===== src/rtl/core/fir_filter_41_tap_top_macros.svh =====
// Assertion macros used by the FIR filter top level.
`ifndef FIR_FILTER_41_TAP_TOP_MACROS_SVH
`define FIR_FILTER_41_TAP_TOP_MACROS_SVH
`ifndef SYNTHESIS
`define FIR41_ASSERT(lbl, prop, msg) \
    lbl: assert property (@(posedge clk) disable iff (!rst_n) prop) else $error(msg);
`define FIR41_ASSERT_NEXT(lbl, pre, post, msg) \
    lbl: assert property (@(posedge clk) disable iff (!rst_n) (pre) |=> (post)) else $error(msg);
`else
`define FIR41_ASSERT(lbl, prop, msg)
`define FIR41_ASSERT_NEXT(lbl, pre, post, msg)
`endif
`endif


===== src/rtl/core/fir41_pkg.sv =====
// Constants and beat type for the FIR filter cell chain.
package fir41_pkg;

    localparam int TAPS     = 41;
    localparam int SAMPLE_W = 16;
    localparam int COEF_W   = 18;
    localparam int OUT_W    = 24;
    localparam int IDX_W    = 6;

    localparam int TAP_W  = ($clog2(TAPS) > IDX_W) ? $clog2(TAPS) : IDX_W;
    localparam int FILL_W = $clog2(TAPS + 1);
    localparam int SHIFT  = COEF_W - 2;
    localparam int PROD_W = SAMPLE_W + COEF_W;
    localparam int RND_W  = PROD_W + 1 - SHIFT;
    localparam int ACC_W  = RND_W + $clog2(TAPS);
    localparam int EXT_W  = (ACC_W > OUT_W) ? ACC_W : OUT_W;

    localparam logic ACT_SAMPLE = 1'b0;
    localparam logic ACT_LOAD   = 1'b1;

    localparam logic [PROD_W:0] ROUND_HALF = (PROD_W + 1)'(1) << (SHIFT - 1);

    localparam logic [OUT_W-1:0] OUT_MAX_V = {1'b0, {(OUT_W - 1){1'b1}}};
    localparam logic [OUT_W-1:0] OUT_MIN_V = {1'b1, {(OUT_W - 1){1'b0}}};
    localparam logic signed [EXT_W-1:0] OUT_MAX_X = EXT_W'($signed(OUT_MAX_V));
    localparam logic signed [EXT_W-1:0] OUT_MIN_X = EXT_W'($signed(OUT_MIN_V));

    typedef struct packed {
        logic                       valid;
        logic                       load;
        logic                       emit;
        logic                       last;
        logic [IDX_W-1:0]           idx;
        logic signed [COEF_W-1:0]   coef;
        logic signed [SAMPLE_W-1:0] sample;
        logic signed [ACC_W-1:0]    acc;
        logic signed [RND_W-1:0]    prod;
    } beat_t;

endpackage


===== src/rtl/core/fir41_tail.sv =====
// Final add, saturation and output register of the filter.
module fir41_tail (
    input  logic                           clk,
    input  logic                           rst_n,
    input  logic                           adv,
    input  fir41_pkg::beat_t               beat_in,
    output logic                           out_valid,
    output logic [fir41_pkg::OUT_W-1:0]    filtered_value,
    output logic                           saturated,
    output logic                           last_out
);
    import fir41_pkg::*;

    logic signed [ACC_W-1:0] sum;
    logic signed [EXT_W-1:0] sum_x;
    logic                    over;
    logic                    under;
    logic                    out_valid_reg;
    logic [OUT_W-1:0]        value_reg;
    logic [OUT_W-1:0]        value_next;
    logic                    sat_reg;
    logic                    last_reg;

    always_comb
    begin
        sum   = beat_in.acc
              + {{(ACC_W - RND_W){beat_in.prod[RND_W-1]}}, beat_in.prod};
        sum_x = EXT_W'(sum);
        over  = sum_x > OUT_MAX_X;
        under = sum_x < OUT_MIN_X;
        if (over)
        begin
            value_next = OUT_MAX_V;
        end
        else if (under)
        begin
            value_next = OUT_MIN_V;
        end
        else
        begin
            value_next = sum_x[OUT_W-1:0];
        end
    end

    always_ff @(posedge clk or negedge rst_n)
    begin
        if (!rst_n)
        begin
            out_valid_reg <= 1'b0;
        end
        else if (adv)
        begin
            out_valid_reg <= beat_in.valid && !beat_in.load && beat_in.emit;
        end
    end

    always_ff @(posedge clk)
    begin
        if (adv)
        begin
            value_reg <= value_next;
            sat_reg   <= over || under;
            last_reg  <= beat_in.last;
        end
    end

    assign out_valid      = out_valid_reg;
    assign filtered_value = value_reg;
    assign saturated      = sat_reg;
    assign last_out       = last_reg;

endmodule


===== config.mk =====
export PLATFORM = sky130hd
export DESIGN_NAME = fir41_tail
export DESIGN_NICKNAME = d
export VERILOG_FILES = /design/src/rtl/core/fir_filter_41_tap_top_macros.svh /design/src/rtl/core/fir41_pkg.sv /design/src/rtl/core/fir41_tail.sv
export SDC_FILE = /design/constraint.sdc
export NUM_CORES = 1
export LEC_CHECK = 0
export ABC_AREA = 1
export ABC_CLOCK_PERIOD_IN_PS = 800
export BUFFER_PORTS_ARGS = -buffer_cell sky130_fd_sc_hd__buf_2
export CAP_MARGIN = 20
export CELL_PAD_IN_SITES_DETAIL_PLACEMENT = 1
export CELL_PAD_IN_SITES_GLOBAL_PLACEMENT = 2
export CORE_MARGIN = 2
export CORE_UTILIZATION = 25
export CTS_CLUSTER_SIZE = 14
export DETAILED_ROUTE_END_ITERATION = 16
export PLACE_DENSITY_LB_ADDON = 0.15
export SLEW_MARGIN = 20
export SYNTH_ARGS = -nofsm -noshare
export SYNTH_HDL_FRONTEND = slang
export SYNTH_SLANG_ARGS = --single-unit

===== constraint.sdc =====
create_clock -name clk -period 0.8 [get_ports clk]
set_input_delay 0.12 -clock clk [delete_from_list [all_inputs] [get_ports clk]]
set_output_delay 0.12 -clock clk [all_outputs]
set_load 0.02 [all_outputs]

# Word level (Yosys, flattened, before mapping)
# Index checks and enable logic that the tools add are counted.
# op_classes
n_reduce_logical	4
magnitude_cmp	2
add_sub_neg	1
muxes	1
# op_table
operator	n
$add A25 B25 Y25	1
$gt A25 B24 Y1 const B	1
$lt A25 B24 Y1 const B	1
$mux W24	1
$logic_and A1 B1 Y1	2
$logic_not A1 Y1	1
$logic_or A1 B1 Y1	1
# word_totals
reg_bits	27
output_inout_bits	27
word_cells	12
inputBits	91

# Longest topological paths before layout
# logic_depth
depth_word	3
ltp_mapped	15
depth_no_buf	14

# Worst setup path before layout
# Ideal clock, no wire load.
# synth_timing
path_type	in2reg
start	in beat_in[0] (netlist name)
end	reg value_reg[1], in the netlist filtered_value[1], data pin
setup_ns	0.252
path_stages	13
slack_ns	-1.103
n_path_buf	1
arrival_ns	1.651
required_ns	0.548
cell_sequence	ha_1 > fa_1 > nand2_1 > nand2_1 > nand3_1 > nand2_2 > nand2_1 > nand4_1 > nand2_2 > inv_2 > nand2_4 > buf_12 > nand2_2
# synth_between
elab_chain_cells	3
elab_cells_between_ends	4
cone_classes	add/sub: 1; order compare: 2; mux: 1
# synth_lines
item	line	text
start, declared	fir41_tail.sv:6	input fir41_pkg::beat_t beat_in,
$add A25 B25 Y25 (*)	fir41_tail.sv:27	+ {{(ACC_W - RND_W){beat_in.prod[RND_W-1]}}, beat_in.prod};
$lt A25 B24 Y1	fir41_tail.sv:30	under = sum_x < OUT_MIN_X;
$mux W24	fir41_tail.sv:35	else if (under)
end signal, assigned	fir41_tail.sv:61	value_reg <= value_next;
end, declared	fir41_tail.sv:19	logic [OUT_W-1:0] value_reg;
# Mark *: on every way between the ends. The rest lies on a longest branch, timed or not.
# A chain may end at the register's enable or synchronous reset.

# Worst setup path in the final report
# layout_timing
start	in beat_in[19] (netlist name)
end	reg value_reg[11], in the netlist filtered_value[11], data pin
# Same word-level chain as after synthesis.

==> results.py <==
metrics = {
    "global_routing": {
        "grt_overflow": 0,
        "antenna_found_initial": 0,
        "grt_max_degree": 29,
        "grt_pass1_wl_microns": 15700,
        "track_usage_pct": 16.8,
        "grt_pass1_vias": 3216,
    },
    "yosys": {
        "synth_edf_count": 26,
        "synth_top_area_share_pct": 27.8,
        "ys_ff_latch": 27,
        "synthCells": 408,
        "syn-cell-area_sq_mm": 0.00281,
        "synthDistinctLibCells": 27,
        "synth_nets": 524,
        "yosysTopAreaCell": "edfxtp_1",
        "synth.most_common_cell": "nand2_1",
        "ys_async_sr_fraction_pct": 3.70,
        "avgSynthCellArea_sq_um": 6.88,
        "synth_flop_cell": "edfxtp_1",
        "yosysWarningCount": 0,
        "synthTopCellsByArea": "edfxtp_1 28%, nand2_1 21%, ha_1 11%",
        "netlist_top_cells_count": "159 x nand2_1, 52 x inv_1, 27 x nor2_1",
        "seq_area_frac_synth_pct": 28.7,
    },
    "timing": {
        "tightest_slew_ns": 0.290,
        "setup_viol_count_final": 52,
        "fmax_mhz": 574,
        "period_minus_slack_ns": 1.74,
        "clock_skew_ns": 0,
        "finalHoldViolations": 0,
        "fin_crit_sh_pct": 218,
        "setup_ws_ns": -0.942,
        "rsz0062_at_grt": "true",
        "drv_slew": 0,
        "slew_headroom_pct": 80.5,
    },
    "layout": {
        "regArea_sq_um": 806,
        "final_core_util_pct": 43.3,
        "fillers": 1362,
        "largest_register_ff_count": 24,
        "multi_input_area_sq_mm": 0.00230,
        "drive_gt1_share_pct": 48.3,
        "stdcell_count": 714,
        "area_delta_synth_final_pct": 67.9,
        "fin_nets": 691,
        "diodes": 0,
    },
    "placed_design": {
        "dp.final_hpwl_microns": 8060,
        "portBuffers": 77,
        "post-place-cells": 699,
        "finalWeightedCongestion": 0.787,
    },
    "route": {
        "drt_first_iter_violations": 78,
        "drcViolationCount": 0,
        "avgViaCountPerCell": 4.37,
        "drt-pass1-iter-count": 4,
        "antenna_left": 0,
        "wl_microns": 9640,
        "vias": 3118,
        "wl_per_cell_microns": 13.5,
    },
    "clock_tree": {
        "ctsLongestPathBuffers": 2,
        "cts_root_buffer": "clkbuf_8",
        "clkTransAtPathRegs_ns": 0.08,
        "clk_latency_ns": 0.26,
        "cts_made_buffers": 3,
        "cts_tree": "done",
        "clkSinkCount": 27,
        "htreeDepth": 1,
    },
    "min_path": {
        "hp-class": "in -> reg",
        "min_from": "beat_in[84]",
    },
    "power": {
        "peakVddDrop_uv": 970,
        "powerDensity_mw_per_mm2": 1450,
        "p_leak_nw": 2.31,
    },
    "floorplan": {
        "die-height_microns": 110,
        "pin_count": 118,
        "die_w_microns": 110,
        "start_util_pct": 25.8,
        "rows": 38,
        "die_area_sq_mm": 0.0121,
        "floorplan.core_area_sq_mm": 0.0109,
    },
    "status": {
        "failed_checks": "negative setup slack",
        "status": "finished, violations left",
    },
    "critical_path": {
        "critical_path_class": "in -> reg",
        "worstPathRequired_ns": 0.82,
        "cp.arrival_ns": 1.76,
        "regToRegStartpoint": "out_valid",
        "worstPathMaxFanout": 12,
        "cp-start-kind": "input pin",
        "crit_start": "beat_in[19]",
        "worstSetupEndpointType": "flip-flop",
    },
    "run": {
        "maxCapViolCount": 0,
    },
}
## through the flow
step | TNS, ns | cell area [sq um] | setup slack (ns) | hold slack, ns | total power, mW
floorplan | -23.33 | 2830 | -0.966 | -0.176 | 3.92
detailed placement | -34.81 | 3930 | -1.46 | -0.102 | 5.21
global route | -28.89 | 4710 | -1.02 | 0.0229 | 7.38
finish | -25.81 | 4710 | -0.942 | 0.0371 | 6.85
CTS | -24.17 | 4580 | -0.842 | 0.0320 | 6.67
global placement | -33.80 | 3930 | -1.37 | -0.105 | 5.15
## where the power goes
part           total [mW]  internal, mW  switching (mW)
sequential           2.01          1.91          0.0929
combinational        4.13          1.90            2.23
clock               0.721         0.355           0.366
total                6.85          4.17            2.69
## cell type report
class,instances,area share (%)
Inverter,54,4.51
Tap cell,140,3.72
Sequential cell,27,17.1
Clock buffer,4,0.955
Multi-Input combinational cell,327,48.7
Timing Repair Buffer,162,25.0
## metal layers
metal / wire length (microns) / vias up / GRT usage, %
met4: 70 / 0 / 3.35
met1: 4490 / 1425 / 22.0
li1: - / 1631 / -
met2: 4810 / 58 / 30.5
met3: 268 / 4 / 0.764
met5: 0 / - / 0
## worst paths after layout
kind	cells after the start	end	slack (ns)
setup / recovery	13	filtered_value[11]	-0.94
min in group asynchronous	2	out_valid	0.16
max in group asynchronous	2	out_valid	0.56
hold / removal	1	last_out	0.04
hold reg to reg	3	out_valid	0.66
setup reg to reg	3	out_valid	0.06
## worst max-delay path, stage by stage
cell     delay (ns)
buf_6          0.10
ha_4           0.15
fa_2           0.34
nand2_2        0.07
nand2_2        0.06
nand3_2        0.08
nand2_2        0.06
nand2_2        0.07
nand4_1        0.24
nand2_8        0.21
nand2_8        0.10
nand2_1        0.08
nand2_1        0.07
## what timing repair did
item | 4_1_cts | 5_1_grt
hold endpoints to repair | 1 | 0
hold buffers | 1 | 0
pin swaps | 12 | 4
endpoints found under the setup margin | 52 | 53
gates cloned | 4 | 0
buffers inserted | 6 | 0
resized for setup | 92 | 41
## cell families after synthesis
family	count (synthesis)	synth area share [%]
and+or+nand+nor	252	39.8
xor gates and xnor gates	14	4.37
buffers and inverters	58	9.27
AOI/OAI and AO/OA	32	6.42
DFF	27	28.7
adders and majority gates	25	11.4
## cells in the final DEF, fill, tap and decap left out, types with 2 or more instances in the layout
| cell | instances |
|---|---|
| inv_1 | 52 |
| nand4_1 | 9 |
| nand2_8 | 7 |
| clkbuf_8 | 3 |
| nand2_2 | 53 |
| a21oi_2 | 9 |
| buf_2 | 57 |
| edfxtp_1 | 26 |
| xor2_1 | 11 |
| buf_12 | 2 |
| a21oi_1 | 13 |
| or2_1 | 2 |
| xnor2_1 | 3 |
| ha_4 | 21 |
| nand2_1 | 127 |
| nor2_2 | 7 |
| nand2_4 | 2 |
| nor2_1 | 19 |
| nand3_2 | 2 |
| nand3_1 | 15 |
| and2_1 | 4 |
| buf_4 | 81 |
| nor2_4 | 6 |
| buf_6 | 21 |
| o21bai_1 | 8 |
| ha_1 | 2 |
Power figures use the tool's default switching activity.
