===== src/rtl/core/fir_filter_41_tap_top_macros.svh =====
// Assertion macros used by the FIR filter top level.
`ifndef FIR_FILTER_41_TAP_TOP_MACROS_SVH
`define FIR_FILTER_41_TAP_TOP_MACROS_SVH
`ifndef SYNTHESIS
`define FIR41_ASSERT(lbl, prop, msg) \
    lbl: assert property (@(posedge clk) disable iff (!rst_n) prop) else $error(msg);
`define FIR41_ASSERT_NEXT(lbl, pre, post, msg) \
    lbl: assert property (@(posedge clk) disable iff (!rst_n) (pre) |=> (post)) else $error(msg);
`else
`define FIR41_ASSERT(lbl, prop, msg)
`define FIR41_ASSERT_NEXT(lbl, pre, post, msg)
`endif
`endif


===== src/rtl/core/fir41_pkg.sv =====
// Constants and beat type for the FIR filter cell chain.
package fir41_pkg;

    localparam int TAPS     = 41;
    localparam int SAMPLE_W = 16;
    localparam int COEF_W   = 18;
    localparam int OUT_W    = 24;
    localparam int IDX_W    = 6;

    localparam int TAP_W  = ($clog2(TAPS) > IDX_W) ? $clog2(TAPS) : IDX_W;
    localparam int FILL_W = $clog2(TAPS + 1);
    localparam int SHIFT  = COEF_W - 2;
    localparam int PROD_W = SAMPLE_W + COEF_W;
    localparam int RND_W  = PROD_W + 1 - SHIFT;
    localparam int ACC_W  = RND_W + $clog2(TAPS);
    localparam int EXT_W  = (ACC_W > OUT_W) ? ACC_W : OUT_W;

    localparam logic ACT_SAMPLE = 1'b0;
    localparam logic ACT_LOAD   = 1'b1;

    localparam logic [PROD_W:0] ROUND_HALF = (PROD_W + 1)'(1) << (SHIFT - 1);

    localparam logic [OUT_W-1:0] OUT_MAX_V = {1'b0, {(OUT_W - 1){1'b1}}};
    localparam logic [OUT_W-1:0] OUT_MIN_V = {1'b1, {(OUT_W - 1){1'b0}}};
    localparam logic signed [EXT_W-1:0] OUT_MAX_X = EXT_W'($signed(OUT_MAX_V));
    localparam logic signed [EXT_W-1:0] OUT_MIN_X = EXT_W'($signed(OUT_MIN_V));

    typedef struct packed {
        logic                       valid;
        logic                       load;
        logic                       emit;
        logic                       last;
        logic [IDX_W-1:0]           idx;
        logic signed [COEF_W-1:0]   coef;
        logic signed [SAMPLE_W-1:0] sample;
        logic signed [ACC_W-1:0]    acc;
        logic signed [RND_W-1:0]    prod;
    } beat_t;

endpackage


===== src/rtl/core/fir41_cell.sv =====
// One tap cell: holds a weight and a history sample, adds and multiplies in line.
module fir41_cell (
    input  logic                          clk,
    input  logic                          rst_n,
    input  logic                          adv,
    input  logic [fir41_pkg::TAP_W-1:0]   tap_id,
    input  fir41_pkg::beat_t              beat_in,
    output fir41_pkg::beat_t              beat_out
);
    import fir41_pkg::*;

    logic                       valid_reg;
    beat_t                      data_reg;
    beat_t                      data_next;
    logic signed [SAMPLE_W-1:0] hist_reg;
    logic signed [COEF_W-1:0]   weight_reg;

    logic signed [PROD_W-1:0]   prod_full;
    logic [PROD_W:0]            prod_bias;
    logic                       hit;

    assign hit = beat_in.valid && beat_in.load && (TAP_W'(beat_in.idx) == tap_id);

    always_comb
    begin
        prod_full = beat_in.sample * weight_reg;
        prod_bias = {prod_full[PROD_W-1], prod_full} + ROUND_HALF;
        data_next = beat_in;
        data_next.acc = beat_in.acc
                      + {{(ACC_W - RND_W){beat_in.prod[RND_W-1]}}, beat_in.prod};
        data_next.prod = prod_bias[PROD_W:SHIFT];
        // older sample moves on to the next cell
        data_next.sample = hist_reg;
    end

    always_ff @(posedge clk or negedge rst_n)
    begin
        if (!rst_n)
        begin
            valid_reg  <= 1'b0;
            hist_reg   <= '0;
            weight_reg <= '0;
        end
        else if (adv)
        begin
            valid_reg <= beat_in.valid;
            if (beat_in.valid && !beat_in.load)
            begin
                hist_reg <= beat_in.sample;
            end
            if (hit)
            begin
                weight_reg <= beat_in.coef;
            end
        end
    end

    always_ff @(posedge clk)
    begin
        if (adv)
        begin
            data_reg <= data_next;
        end
    end

    always_comb
    begin
        beat_out = data_reg;
        beat_out.valid = valid_reg;
    end

endmodule


===== config.mk =====
export PLATFORM = sky130hd
export DESIGN_NAME = fir41_cell
export DESIGN_NICKNAME = d
export VERILOG_FILES = /design/src/rtl/core/fir_filter_41_tap_top_macros.svh /design/src/rtl/core/fir41_pkg.sv /design/src/rtl/core/fir41_cell.sv
export SDC_FILE = /design/constraint.sdc
export NUM_CORES = 1
export LEC_CHECK = 0
export ABC_AREA = 1
export BUFFER_PORTS_ARGS = -buffer_cell sky130_fd_sc_hd__buf_2
export CORE_AREA = 2 2 247 297
export DETAILED_ROUTE_END_ITERATION = 16
export DIE_AREA = 0 0 249 299
export PLACE_DENSITY = 0.46
export RECOVER_POWER = 50
export SYNTH_ARGS = -nofsm -noshare
export SYNTH_HDL_FRONTEND = slang
export SYNTH_SLANG_ARGS = --single-unit

===== constraint.sdc =====
create_clock -name clk -period 17.9 [get_ports clk]
set_clock_uncertainty 0.15 [all_clocks]
set_input_delay 4.475 -clock clk [delete_from_list [all_inputs] [get_ports clk]]
set_output_delay 4.475 -clock clk [all_outputs]
set_load 0.03 [all_outputs]

### Yosys cells after proc, flatten, opt, wreduce, memory -nomap -nowiden

Cells that the tools add are included.
Widths: inputs -> output; s select.

* $add $sub $neg: 2
* $mul: 1
* equality and inequality tests: 1
* reduce and logical (&&, ||, !) cells: 6

Operators with widths (count)
* $add 34x17->35 const B: 1
* $mul 16x18->34: 1
* $add 25x25->25: 1
* $eq 6x6->1: 1
* $reduce_and 2->1: 2
* $logic_and 1x1->1: 3
* $logic_not 1->1: 1

* bits in registers: 122
* bits of input ports: 97
* word-level logic and storage cells: 21

### Longest topological paths before layout

Gate-level depths: netlist (run 1).

* depth after elaboration: 3
* depth in mapped cells: 29

### Worst setup path before layout (run 1)

No wires, ideal clock.

* path type: input-to-reg
* from: input beat_in[50] in the netlist's numbering
* to: register data_reg, in the netlist beat_out[17], data pin
* setup time: 0.252 ns
* arrival: 9.587 ns
* required time: 17.498 ns
* setup slack: 7.911 ns
* cell stages on the path: 22
* buffers on the path: 2
* cell sequence: clkbuf_1 -> buf_1 -> nand2_1 -> fa_1 -> inv_1 -> fa_1 -> inv_1 -> fa_1 -> inv_1 -> fa_1 -> inv_1 -> fa_1 -> inv_1 -> fa_1 -> ha_1 -> inv_1 -> nor3_1 -> nand2_1 -> nor3_1 -> nand2_1 -> nand3_1 -> nand2_1

RTL lines
* start, declared: RTL line fir41_cell.sv:7 `input fir41_pkg::beat_t beat_in,`
* end signal, assigned: RTL line fir41_cell.sv:62 `data_reg <= data_next;`
* end, declared: RTL line fir41_cell.sv:13 `beat_t data_reg;`

==> results of run 1 <==
==> synth_stat cells, types with 15 or more instances <==
cell	number	area share (%)
inv_1	564	12
nand2_1	491	11
fa_1	295	35
ha_1	109	8.0
nor2_1	92	2.0
edfxtp_1	87	15
a21oi_1	56	1.6
clkbuf_1	56	1.2
nand3_1	43	1.3
o21ai_0	43	1.3
dfrtp_1	35	5.1
xor2_1	20	1.0
mux2_2	15	0.99
==> power breakdown <==
group / total (mW) / internal [mW] / switching (mW)
Combinational: 1.20 / 0.410 / 0.789
Sequential: 0.429 / 0.391 / 0.0383
Clock: 0.347 / 0.196 / 0.152
Total: 1.98 / 0.997 / 0.979
==> layer usage <==
layer / track usage [%] / routed length, microns / up-vias
li1: - / - / 6157
met1: 14.9 / 18400 / 6502
met2: 27.5 / 27200 / 221
met3: 1.35 / 1220 / 64
met4: 4.86 / 1450 / 0
met5: 0 / 0 / -
==> cells by family after synthesis <==
family / count (synthesis) / synth area share, %
AOI/OAI and AO/OA: 138 / 4.49
xor gates and xnor gates: 32 / 1.65
adders and majority gates: 404 / 42.7
buffers and inverters: 637 / 14.1
DFF: 122 / 20.5
muxes: 15 / 0.991
and+or+nand+nor: 666 / 15.6
==> worst register-to-register path, stage by stage, from the launching register on <==
cell	delay (ps)
dfrtp_1	810
nand2_1	210
inv_1	160
fa_1	550
fa_1	750
inv_1	220
fa_1	660
inv_1	80
fa_1	480
inv_1	60
fa_1	500
inv_1	50
fa_1	440
ha_1	330
inv_1	90
nor3_1	270
nand2_1	130
nor3_1	140
nand2_1	100
nand3_1	80
nand2_1	50
==> cells in the final DEF (no fill, tap or decap), types with 9 or more instances in the layout <==
cell       netlist  routed
nand2_1        491     491
or2_2            9       9
buf_2            4     110
nand3_1         43      43
fa_1           295     295
xor2_1          20      20
mux2_2          15      15
o21ai_1         13      13
ha_1           109     109
nor3_1          11      11
clkbuf_1        56      74
a21oi_1         56      56
clkbuf_16        0      17
o21ai_0         43      43
xnor2_1         12      12
o21bai_1        10      10
dfrtp_1         35      35
edfxtp_1        87      87
inv_1          564     564
nor2_1          92      92
==> worst max-delay path by stage <==
| stage | to | slack (ps) | from |
|---|---|---|---|
| finish | beat_out[17] | 7770 | beat_in[45] |
| global route | beat_out[17] | 7440 | beat_in[45] |
| CTS | beat_out[17] | 7770 | beat_in[45] |
| detailed placement | beat_out[17] | 7310 | beat_in[45] |
| global placement | beat_out[18] | 7360 | beat_in[45] |
| floorplan | beat_out[17] | 7910 | beat_in[50] |
==> area by class of cell <==
cell class              instances  area (sq um)
multi-input cells            1255         11100
repair buffers                188           858
flip-flops and latches        122          3490
inverters                     565          2120
clock buffers                  17           425
clock inverters                15           154
fillers                      7759         52400
well taps                     935          1170
==> impl.org, run 1 <==
** Run status
- Result of the run :: finished, violations left
- Violations in the final reports :: max-capacitance violations, max-slew violations

** Placement
- The HPWL after detailed placement is 40.7 mm.
- At the end of routability-driven placement, the weighted congestion stood at 0.848.
- I/O Buffers :: 184
- Pre-CTS worst setup slack :: 7310 ps
- Including well taps, the total number of placed cells is 3065.
- Summing all placed instances gives a cell area of 18900 sq um.

** Power and ir drop
- Static power due to leakage :: 10.2 nW
- Pwr Density :: 102 nW/um^2
- The completed layout was analyzed and its total power is 1.98 mW.
- VDD sags by at most 0.0000736 V.

** Floorplan
- From bottom edge to top edge, the die measures 299 microns.
- In this run the horizontal extent of the chip is 249 microns.
- The die covers 74500 sq um.
- Starting Density :: 23.7%
- Floorplan Core Area :: 71800 sq um
- Cell Rows :: 108
- During I/O placement, the number of pins put on the boundary was 185.

** Clocking
- The number of gates resized after CTS was 0.
- The number of clock buffers added by TritonCTS is 17.
- Clk Tree Root Cell :: clkbuf_16
- Counting along the longest clock path gives a buffer depth of 2.
- Number of sinks handled by clock tree synthesis :: 122
- Deepest level of the CTS H-tree :: 4
- Worst-skew pair later-pin latency :: 450 ps
- In this run the post-CTS setup repair buffer count came out at 0.
- Hold buffers post-CTS :: 0
- After clock tree synthesis, the clock-pin slew on the worst setup and hold paths is 60 ps.
- CTS tree :: yes

** Timing
- At the pin with the least slew margin, the transition time is 2040 ps.
- Worst relative slew slack :: -35.7%
- Final setup violating endpoints :: 0
- In the finished design, the share of the clock period the worst path needs comes to 56.6%.
- Unrepaired setup endpoints after global routing :: no
- In the post-route analysis, the smallest setup slack over all paths is 7770 ps.
- Hold is met by 291 ps.
- The count of final hold-check violations was 0.
- Summed over all failing endpoints, the final setup total negative slack is 0 ps.
- The smallest clock period supported by the final layout is computed as 10130 ps.
- The max-slew violation count is 72.
- Max frequency :: 98.7 MHz

** Route
- In the routed layout, each cell is associated on average with a via count of 4.18.
- The final layout contains routed wiring with a total length of 48.3 mm.
- Initial drt markers :: 547
- Once detail routing completed, the nets flagged for antenna violations numbered 0.
- Number of design rule violations left after detail routing :: 0
- The detailed router placed 12944 vias in this run.
- Detailed-routing iteration count for the pre-antenna-repair pass :: 5
- Dividing the detail-routed wire length by the instance count gives 15.6 microns.

** Layout
- Final Net Count :: 2650
- Once layout is complete, the cells apart from fillers number 3097.
- Once layout is done, the placed cells without fillers occupy 19400 sq um.
- The number of antenna diodes in the final layout is 0.
- At the end of the flow the core is filled with cells to 27.0%.
- The area growth from synthesis to layout is 13.6%.
- Flip-flop count of the largest register after layout :: 87
- Cells with a size suffix above 1 make up 8.42% of the layout.

** Critical path
- Broken down by cell family, the worst path's largest delay share belongs to adder cells.
- Worst-case reg-to-reg path depth :: 20
- Walking the worst path, the cells encountered are buf_2 > nand2_1 > inv_1 > fa_1 > fa_1 > inv_1 > fa_1 > inv_1 > fa_1 > inv_1 > fa_1 > inv_1 > fa_1 > ha_1 > inv_1 > nor3_1 > nand2_1 > nor3_1 > nand2_1 > nand3_1 > nand2_1.
- Buffering stage count on the worst path with inverters included :: 7
- The worst setup path is launched from an input pin.
- CP max stage cell :: fa_1
- Kind of end point of the critical path :: flop
- The startpoint identified for the worst register-to-register timing path is weight_reg[17].
- The critical path runs through a total of 21 cells.
- Critical path's largest stage delay :: 750 ps
- STA puts the critical path data required time at 17950 ps.
- Type of the worst setup path :: input pin to flop
- Worst setup slack for register-to-register paths :: 11340 ps
- The worst register-to-register path ends at beat_out[17].
- For the worst setup path, the data arrival time is 10180 ps.
- Of all nets on the critical path, the largest fanout is 18.

** Yosys
- Cell Area, Synth :: 17000 sq um
- Number of enable flip-flop cells after synthesis :: 87
- After synthesis the netlist holds a flip-flop and latch count of 122.
- Gate count after technology mapping :: 2014
- Yosys printed 0 warnings.
- Main flop type after synthesis :: edfxtp_1
- Synthesis produced a netlist with a net count of 2515.
- After synthesis, the share of flip-flops with an asynchronous set or reset is 28.7%.
- Portion of the post-synthesis area used by sequential elements :: 20.5%
- Dividing the synthesized area by the synthesized cell count gives 8.46 sq um.
- Unique masters post-synth :: 39

** GRT
- The first global-routing pass estimated 79.5 mm of wire.
- Total routing resource utilization after global routing :: 13.8%
- Antenna violations before repair :: 0
- Summed over all layers, the global routing overflow is 0.
- Largest net degree at the start of global routing :: 56
- Via count of the first global-routing pass :: 14742

** Min path
- For hold timing, the worst endpoint is beat_out[46].
- Along the worst hold path, the cell count comes to 0.
- Class of the worst hold path :: flop to flop
- In this run the most critical hold path is launched from hist_reg[2].

** Flow run
- Max capacitance violation total :: 2
No activity file was read; power rests on OpenSTA's default activity.
==> inputs of run 2 (changes only) <==
--- a/config.mk
+++ b/config.mk
@@ -5,11 +5,11 @@
 export SDC_FILE = /design/constraint.sdc
 export NUM_CORES = 1
 export LEC_CHECK = 0
-export ABC_AREA = 1
+export ABC_AREA = 0
 export BUFFER_PORTS_ARGS = -buffer_cell sky130_fd_sc_hd__buf_2
-export CORE_AREA = 2 2 247 297
+export CORE_AREA = 2 2 237 285
 export DETAILED_ROUTE_END_ITERATION = 16
-export DIE_AREA = 0 0 249 299
+export DIE_AREA = 0 0 239 287
 export PLACE_DENSITY = 0.46
 export RECOVER_POWER = 50
 export SYNTH_ARGS = -nofsm -noshare
==> constraint.sdc (replaced) <==
create_clock -name clk -period 10.1 [get_ports clk]
set_clock_uncertainty 0.15 [all_clocks]
set_input_delay 2.525 -clock clk [delete_from_list [all_inputs] [get_ports clk]]
set_output_delay 2.525 -clock clk [all_outputs]
set_load 0.03 [all_outputs]
==> impl.org, run 2 <==
** Clocking
- The H-tree depth reported by CTS is 4 (unchanged).
- Setup Fix Bufs, Post-CTS :: 0 (unchanged)
- In this run the clock root is driven by a clkbuf_16.
- Number of sinks handled by clock tree synthesis :: 122 (unchanged)
- The register clock-pin slew on the reported worst setup and hold paths was 60 ps (about the same).
- CTS tree :: yes
- The later-pin clock latency in the skew report was 440 ps (about the same).
- The maximum clock path buffer count came to 2 (unchanged).
- The total of hold buffers inserted after clock tree synthesis is 0 (unchanged).
- CTS Buf Count :: 17 (unchanged)
- Total of cells resized after clock tree synthesis :: 0 (unchanged)

** Layout
- FF+latch area :: 3490 sq um (unchanged)
- The design area was 18000 sq um (-7.1%).
- Final non-filler cell total :: 2514 (-19%)
- The total area of multi-input combinational cells was 10700 sq um (-4.2%).
- Synthesis-to-finish area growth :: 15.0%
- Post-Route Utilization :: 27.4% (+0.39 points)
- The fraction of layout cells with a size suffix above 1 is 11.8% (+3.4 points).
- The number of flip-flops under the largest register name was 87 (unchanged).
- Most frequent cells in the layout :: 345 x inv_1, 295 x fa_1, 167 x nand2_1
- The final-stage net count came to 2161 (-18%).
- Most frequent standard cell in the layout excluding fill and tap cells :: inv_1
- Filler Cell Count :: 7031 (-9.4%)

** Floorplan
- Cell Rows :: 103 (-4.6%)
- Die height :: 287 microns (-4.0%)
- Floorplan Core Area :: 65700 sq um (-8.4%)
- The number of top-level pins is 185 (unchanged).
- Starting Density :: 23.8% (+0.053 points)
- The die outline area was 68600 sq um (-7.9%).
- The horizontal die dimension is 239 microns (-4.0%).

** Critical path
- Most used cell, CP :: fa_1
- The combined buffer and inverter count along the critical path is 4 (-3).
- Critical path's largest stage delay :: 700 ps (-50 ps)
- The critical path is of the input pin to flop type.
- The largest individual stage delay along the critical path comes from the cell fa_1.
- The critical path goes through buf_2 > nand2_1 > inv_1 > fa_1 > fa_1 > inv_1 > fa_1 > fa_1 > fa_1 > fa_1 > inv_1 > ha_1 > a21oi_1 > nor2_1 > nor2_1 > o21ai_0 > a41oi_1 > o31ai_1 > o41ai_2 > xnor2_1.
- Critical Path AT :: 8700 ps (-1480 ps)
- Required time at the worst-slack endpoint :: 10130 ps (-7820 ps)
- The worst setup path is captured at a flop.
- Broken down by cell family, the worst path's largest delay share belongs to adder cells.
- Startpoint type of the worst setup path :: input pin
- The maximum fanout along the worst path was 19 (+1).

** Power and ir drop
- The static leakage came to 8.30 nW (-18%).
- Maximum resistive drop on vdd :: 0.000114 V (+54%)
- The power per unit of standard cell area came to 176 nW/um^2 (+72%).
- PnR Total Power :: 3.16 mW (+60%)

** Timing
- Max frequency :: 115 MHz
- Final WS setup :: 1440 ps (-6340 ps)
- Setup repair after global routing left no endpoint under its margin.
- Crit share post-route :: 85.8%
- Worst Hold Slack :: 292 ps (+1.34 ps)
- Worst Tran Pin Value :: 3060 ps (+1020 ps)
- Final Hold Violating Endpoints :: 0 (unchanged)
- Final setup violating endpoints :: 0 (unchanged)
- For the finished layout, the period the worst path requires is 8660 ps.
- The worst max-slew margin expressed relative to the limit is -104% (-68 points).
- The max-slew violation count is 87 (+21%).
- Setup TNS after final layout :: 0 ps (unchanged)

** Yosys
- The netlist area before placement was 15600 sq um (-8.2%).
- Unique masters post-synth :: 52 (+33%)
- Portion of the post-synthesis area used by sequential elements :: 22.3% (+1.8 points)
- Avg Inst Size Synth :: 10.4 sq um (+23%)
- The proportion of register bits with asynchronous set or reset after synthesis came to 28.7% (unchanged).
- Sorting the synthesized cells by area gives the leading types as fa_1 38%, edfxtp_1 17%, ha_1 8.7%.
- The post-synthesis instance total is 1501 (-25%).
- The total nets after synthesis came to 2002 (-20%).
- Total of flip-flops plus latches after synthesis :: 122 (unchanged)
- Main flop type after synthesis :: edfxtp_1
- inv_1 is the most common cell in the netlist.
- Area share of the largest cell type after synthesis :: 37.8% (+3.1 points)
- Cell type contributing the most total cell area after synthesis :: fa_1
- The number of warnings reported in the yosys synthesis log came to 0 (unchanged).
- The number of flops mapped to enable cells by yosys came to 87 (unchanged).
- After synthesis, the most frequently instantiated cells are 345 x inv_1, 295 x fa_1, 167 x nand2_1.

** GRT
- The via count of the first global-routing pass was 11970 (-19%).
- The global route total overflow is 0 (unchanged).
- The all-layer global routing usage was 12.8% (-1.0 points).
- The largest net degree at the start of global routing was 51 (-8.9%).
- The global-route wire length before repair is 66.6 mm (-16%).
- Antenna violations before repair :: 1 (+1)

** Placement
- Hpwl dp :: 34.0 mm (-17%)
- Pre-CTS worst setup slack :: 1010 ps (-6300 ps)
- The area of placed instances came to 17500 sq um (-7.5%).
- Placed insts :: 2481 (-19%)
- Weighted congestion reported at the end of routability-driven placement :: 0.815 (-3.9%)
- The number of port buffers came to 184 (unchanged).

** Run status
- The checks that failed: max-capacitance violations, max-slew violations.
- The run finished, with violations left.

** Route
- The wire length on met3 was 1.51 mm (+24%).
- Via count normalized by instance count :: 4.25 (+1.6%)
- Top layer used by detailed routing :: met5
- The detailed route wirelength on metal2 was 23.2 mm (-15%).
- The length of routed wiring on met1 was 16.5 mm (-11%).
- DR vias :: 10674 (-18%)
- Detailed-routing iteration count for the pre-antenna-repair pass :: 5 (unchanged)
- Initial drt markers :: 443 (-19%)
- The average wire per cell in the routed design is 16.8 microns (+7.4%).
- Post-detailed-route count of antenna-violating nets :: 0 (unchanged)
- Number of design rule violations left after detail routing :: 0 (unchanged)
- Sum of routed wire length over all layers :: 42.1 mm (-13%)

** Min path
- Class of the worst hold path :: flop to flop

** Flow run
- Max capacitance violation total :: 2 (unchanged)
## run 2: cell types whose count changed after synthesis, moves of 19 or more
cell | before | now
nand3_1 | 43 | 12
nor2_1 | 92 | 48
o21ai_0 | 43 | 22
and2_1 | 0 | 121
xnor2_1 | 12 | 34
nand2_1 | 491 | 167
mux2_2 | 15 | 34
inv_1 | 564 | 345
a21oi_1 | 56 | 35
## run 2: final timing paths
path	start	endpoint	slack, ps	cells after the start
setup / recovery	beat_in[45]	beat_out[18]	1440	20
hold / removal	hist_reg[12]	beat_out[56]	290	0
setup reg to reg	weight_reg[7]	beat_out[9]	3180	20
hold reg to reg	hist_reg[12]	beat_out[56]	290	0
max in group asynchronous	rst_n	hist_reg[14]	6180	1
min in group asynchronous	rst_n	hist_reg[1]	2480	1
## run 2: cells by family (layout without fill, tap and decap cells)
kind of cell | after synthesis | after routing | synth area share (%)
AO/OA/AOI/OAI | 108 | 108 | 4.41
XOR/XNOR | 45 | 45 | 2.52
adder cells (fa/ha/maj) | 404 | 404 | 46.5
buffers and inverters | 392 | 564 | 9.45
flip-flops | 122 | 122 | 22.3
multiplexers | 34 | 34 | 2.45
other | 0 | 1 | 0
AND/OR/NAND/NOR | 396 | 396 | 12.4
## run 2: layout make-up
cell class,instances,area share [%]
Antenna cell,1,0.0139
Clock buffer,17,2.36
Clock inverter,15,1.03
Inverter,345,7.20
Multi-Input combinational cell,987,59.3
Sequential cell,122,19.4
Tap cell,840,5.84
Timing Repair Buffer,187,4.81
## run 2: layer usage
| layer | vias up | track usage [%] |
|---|---|---|
| met1 | 5526 | 14.7 |
| li1 | 4905 | - |
| met5 | - | 0 |
| met2 | 202 | 23.9 |
| met4 | 2 | 4.39 |
| met3 | 39 | 1.94 |
## run 2: power by group
group / switching [mW] / internal (mW)
registers: 0.0666 / 0.694
logic: 1.06 / 0.702
clock network: 0.266 / 0.373
==> inputs of run 3 (changes only) <==
--- a/config.mk
+++ b/config.mk
@@ -7,10 +7,10 @@
 export LEC_CHECK = 0
 export ABC_AREA = 0
 export BUFFER_PORTS_ARGS = -buffer_cell sky130_fd_sc_hd__buf_2
-export CORE_AREA = 2 2 237 285
+export CORE_AREA = 2 2 150 181
 export DETAILED_ROUTE_END_ITERATION = 16
-export DIE_AREA = 0 0 239 287
-export PLACE_DENSITY = 0.46
+export DIE_AREA = 0 0 152 183
+export PLACE_DENSITY = 0.89
 export RECOVER_POWER = 50
 export SYNTH_ARGS = -nofsm -noshare
 export SYNTH_HDL_FRONTEND = slang
==> impl.org, run 3 (synthesis gave the netlist of run 2 again) <==
** Run status
- The flow ran to the end, but the final reports show violations.
- Violations in the final reports :: max-capacitance violations, max-slew violations

** Layout
- Fraction of final layout cells sized beyond drive strength 1 :: 10.5% (-1.3 points)
- Total non-filler cell area in the finished layout :: 17200 sq um (-4.1%)
- The final-stage net count is 2159 (-0.093%).
- The number of flip-flops under the largest register name is 87 (unchanged).
- Diode insertion count for antenna repair :: 0 (-1)
- From synthesis to final layout, the design area changed by 10.3%.
- The final core utilization was 66.1% (+39 points).
- The filler cell count in the final layout is 1839 (-74%).
- Most frequent cells in the layout :: 345 x inv_1, 295 x fa_1, 167 x nand2_1
- Most frequent standard cell in the layout excluding fill and tap cells :: inv_1

** Power and ir drop
- The relative contribution of the clock network to total power came to 18.8% (-1.4 points).
- The switching power was 1.38 mW (-0.70%).
- Proportion of power drawn by combinational gates :: 56.8% (+1.1 points)
- The internal cell power is 1.72 mW (-3.0%).
- Share of power burned in registers :: 24.4% (+0.3 points)
- The power per unit of standard cell area was 180 nW/um^2 (+2.2%).
- Switching share of total power :: 44.6% (+0.58 points)
- Maximum resistive drop on vdd :: 0.000124 V (+8.8%)
- Static power due to leakage :: 8.21 nW (-1.1%)

** Flow run
- The total of max-cap violations was 2 (unchanged).

** GRT
- The global-route wire length before repair came to 62.3 mm (-6.4%).
- Total routing resource utilization after global routing :: 28.7% (+16 points)
- The largest net degree at the start of global routing came to 65 (+27%).
- The via count of the first global-routing pass is 12596 (+5.2%).
- Global route overflow :: 0 (unchanged)
- The number of antenna violations at the first check in global routing was 1 (unchanged).

** Timing
- Worst relative slew slack :: -37.8% (+66 points)
- Final setup violating endpoints :: 0 (unchanged)
- Worst Tran Pin Value :: 2070 ps (-992 ps)
- Setup TNS after final layout :: 0 ps (unchanged)
- Setup repair after global routing left no endpoint under its margin.
- The post-route minimum period came to 8730 ps (+61.5 ps).
- Final Hold Violating Endpoints :: 0 (unchanged)
- The max-slew violation count came to 64 (-26%).
- The share of the clock period used by the worst path after layout is 86.4% (+0.61 points).
- Max frequency :: 115 MHz (-0.71%)

** Clocking
- Hold buffers post-CTS :: 0 (unchanged)
- The register clock-pin slew on the reported worst setup and hold paths was 70 ps (about the same).
- Number of sinks handled by clock tree synthesis :: 122 (unchanged)
- The buffer count from post-CTS setup fixing was 0 (unchanged).
- Total of cells resized after clock tree synthesis :: 0 (unchanged)
- Max clock buf depth :: 2 (unchanged)
- CTS Buf Count :: 17 (unchanged)
- Clk Tree Root Cell :: clkbuf_16
- TritonCTS built the clock tree.
- Deepest level of the CTS H-tree :: 4 (unchanged)
- Worst-skew pair later-pin latency :: 440 ps (about the same)

** Route
- The count of routing violations after the opening detailed-route iteration came to 790 (+78%).
- Sum of routed wire length over all layers :: 39.1 mm (-7.2%)
- Post-detailed-route count of antenna-violating nets :: 0 (unchanged)
- The ratio of routed vias to standard cells was 5.67 (+33%).
- DR vias :: 11365 (+6.5%)
- Detailed-routing iteration count for the pre-antenna-repair pass :: 5 (unchanged)
- The average wire per cell in the routed design came to 19.5 microns (+16%).
- Number of design rule violations left after detail routing :: 0 (unchanged)

** Min path
- The worst hold path terminates at beat_out[45].
- Class of the worst hold path :: flop to flop
- The startpoint identified for the worst hold timing path is hist_reg[1].
- The number of stages on the worst hold path is 0 (unchanged).

** Critical path
- The register-to-register setup slack is 2960 ps (-220 ps).
- STA classifies the critical path startpoint as an input pin.
- The critical path is of the input pin to flop type.
- The worst register-to-register path ends at beat_out[18].
- Kind of end point of the critical path :: flop
- The worst reg-to-reg path cell count was 19 (-5.0%).
- Reg2Reg Launch Point :: weight_reg[10]
- Required time at the worst-slack endpoint :: 10120 ps (about the same)
- The worst path arrival time is 8750 ps (+50 ps).
- Crit-path max FO :: 19 (unchanged)

** Floorplan
- The number of cell rows was 65 (-37%).
- Die height :: 183 microns (-36%)
- The area of the placeable core was 26100 sq um (-60%).
- Starting Density :: 59.9% (+36 points)
- The die outline area was 27800 sq um (-59%).
- The number of top-level pins was 185 (unchanged).
- Die W :: 152 microns (-36%)

** Placement
- Weighted congestion reported at the end of routability-driven placement :: 0.915 (+12%)
- The number of port buffers is 184 (unchanged).
- Hpwl dp :: 30.0 mm (-12%)
- Cell area after placement :: 16800 sq um (-3.7%)
==> run 3: cell count changes in the layout (fill, tap and decap cells not counted), moves of 2 or more <==
cell,previous run,this run
buf_2,122,102
clkbuf_1,62,82
clkinv_2,0,4
buf_4,3,1
bufinv_16,2,0
clkinv_4,2,0
==> run 3: layout make-up <==
| cell class | instances | area [sq um] | share of cell area (%) |
|---|---|---|---|
| repair buffers | 185 | 826 | 4.79 |
| flip-flops and latches | 122 | 3490 | 20.2 |
| clock inverters | 15 | 116 | 0.675 |
| inverters | 345 | 1290 | 7.51 |
| clock buffers | 17 | 425 | 2.47 |
| well taps | 335 | 419 | 2.43 |
| multi-input cells | 987 | 10700 | 61.9 |
==> run 3: metrics by stage <==
| step | hold WS, ps | cells | setup WS [ps] | total power [mW] |
|---|---|---|---|---|
| after global placement | 272 | 1974 | 1120 | 2.42 |
| final | 289 | 2006 | 1370 | 3.10 |
| after global routing | 312 | 2006 | 1030 | 3.35 |
| after CTS | 291 | 2006 | 1410 | 3.12 |
| after floorplan | 269 | 1501 | 1660 | 2.07 |
| after detailed placement | 279 | 1974 | 949 | 2.52 |
==> run 3: worst max path at each step <==
stage	from	end	cells past startpoint
2_1_floorplan	beat_in[45]	beat_out[18]	21
3_3_place_gp	beat_in[51]	beat_out[18]	22
4_1_cts	beat_in[45]	beat_out[18]	20
5_1_grt	beat_in[51]	beat_out[18]	22
6_report	beat_in[49]	beat_out[18]	21
3_5_place_dp	beat_in[45]	beat_out[18]	20
==> run 3: power by group through the flow <==
stage               combinational [mW]  sequential, mW  clock, mW
CTS                               1.78           0.753      0.587
finish                            1.76           0.757      0.582
global route                      1.98           0.765      0.606
detailed placement                1.76           0.761          0
global placement                  1.67           0.758          0
floorplan                         1.19           0.886          0
==> run 3: layer usage <==
| metal | wire, microns | global-route usage, % |
|---|---|---|
| met1 | 12800 | 31.2 |
| met2 | 21000 | 52.8 |
| met3 | 3180 | 5.81 |
| met4 | 2110 | 15.6 |
| met5 | 0 | 0 |
==> run 3: worst max-delay path, stage by stage <==
cell     delay (ps)
buf_2           330
and2_1          240
inv_1            80
fa_1            530
inv_1            90
fa_1            680
inv_1           230
fa_1            540
fa_1            570
fa_1            430
fa_1            490
inv_1            40
ha_1            320
a21oi_1         220
nor2_1           80
nor2_1          110
o21ai_0         240
a41oi_1         440
o31ai_1         180
o41ai_2         250
xnor2_1         120
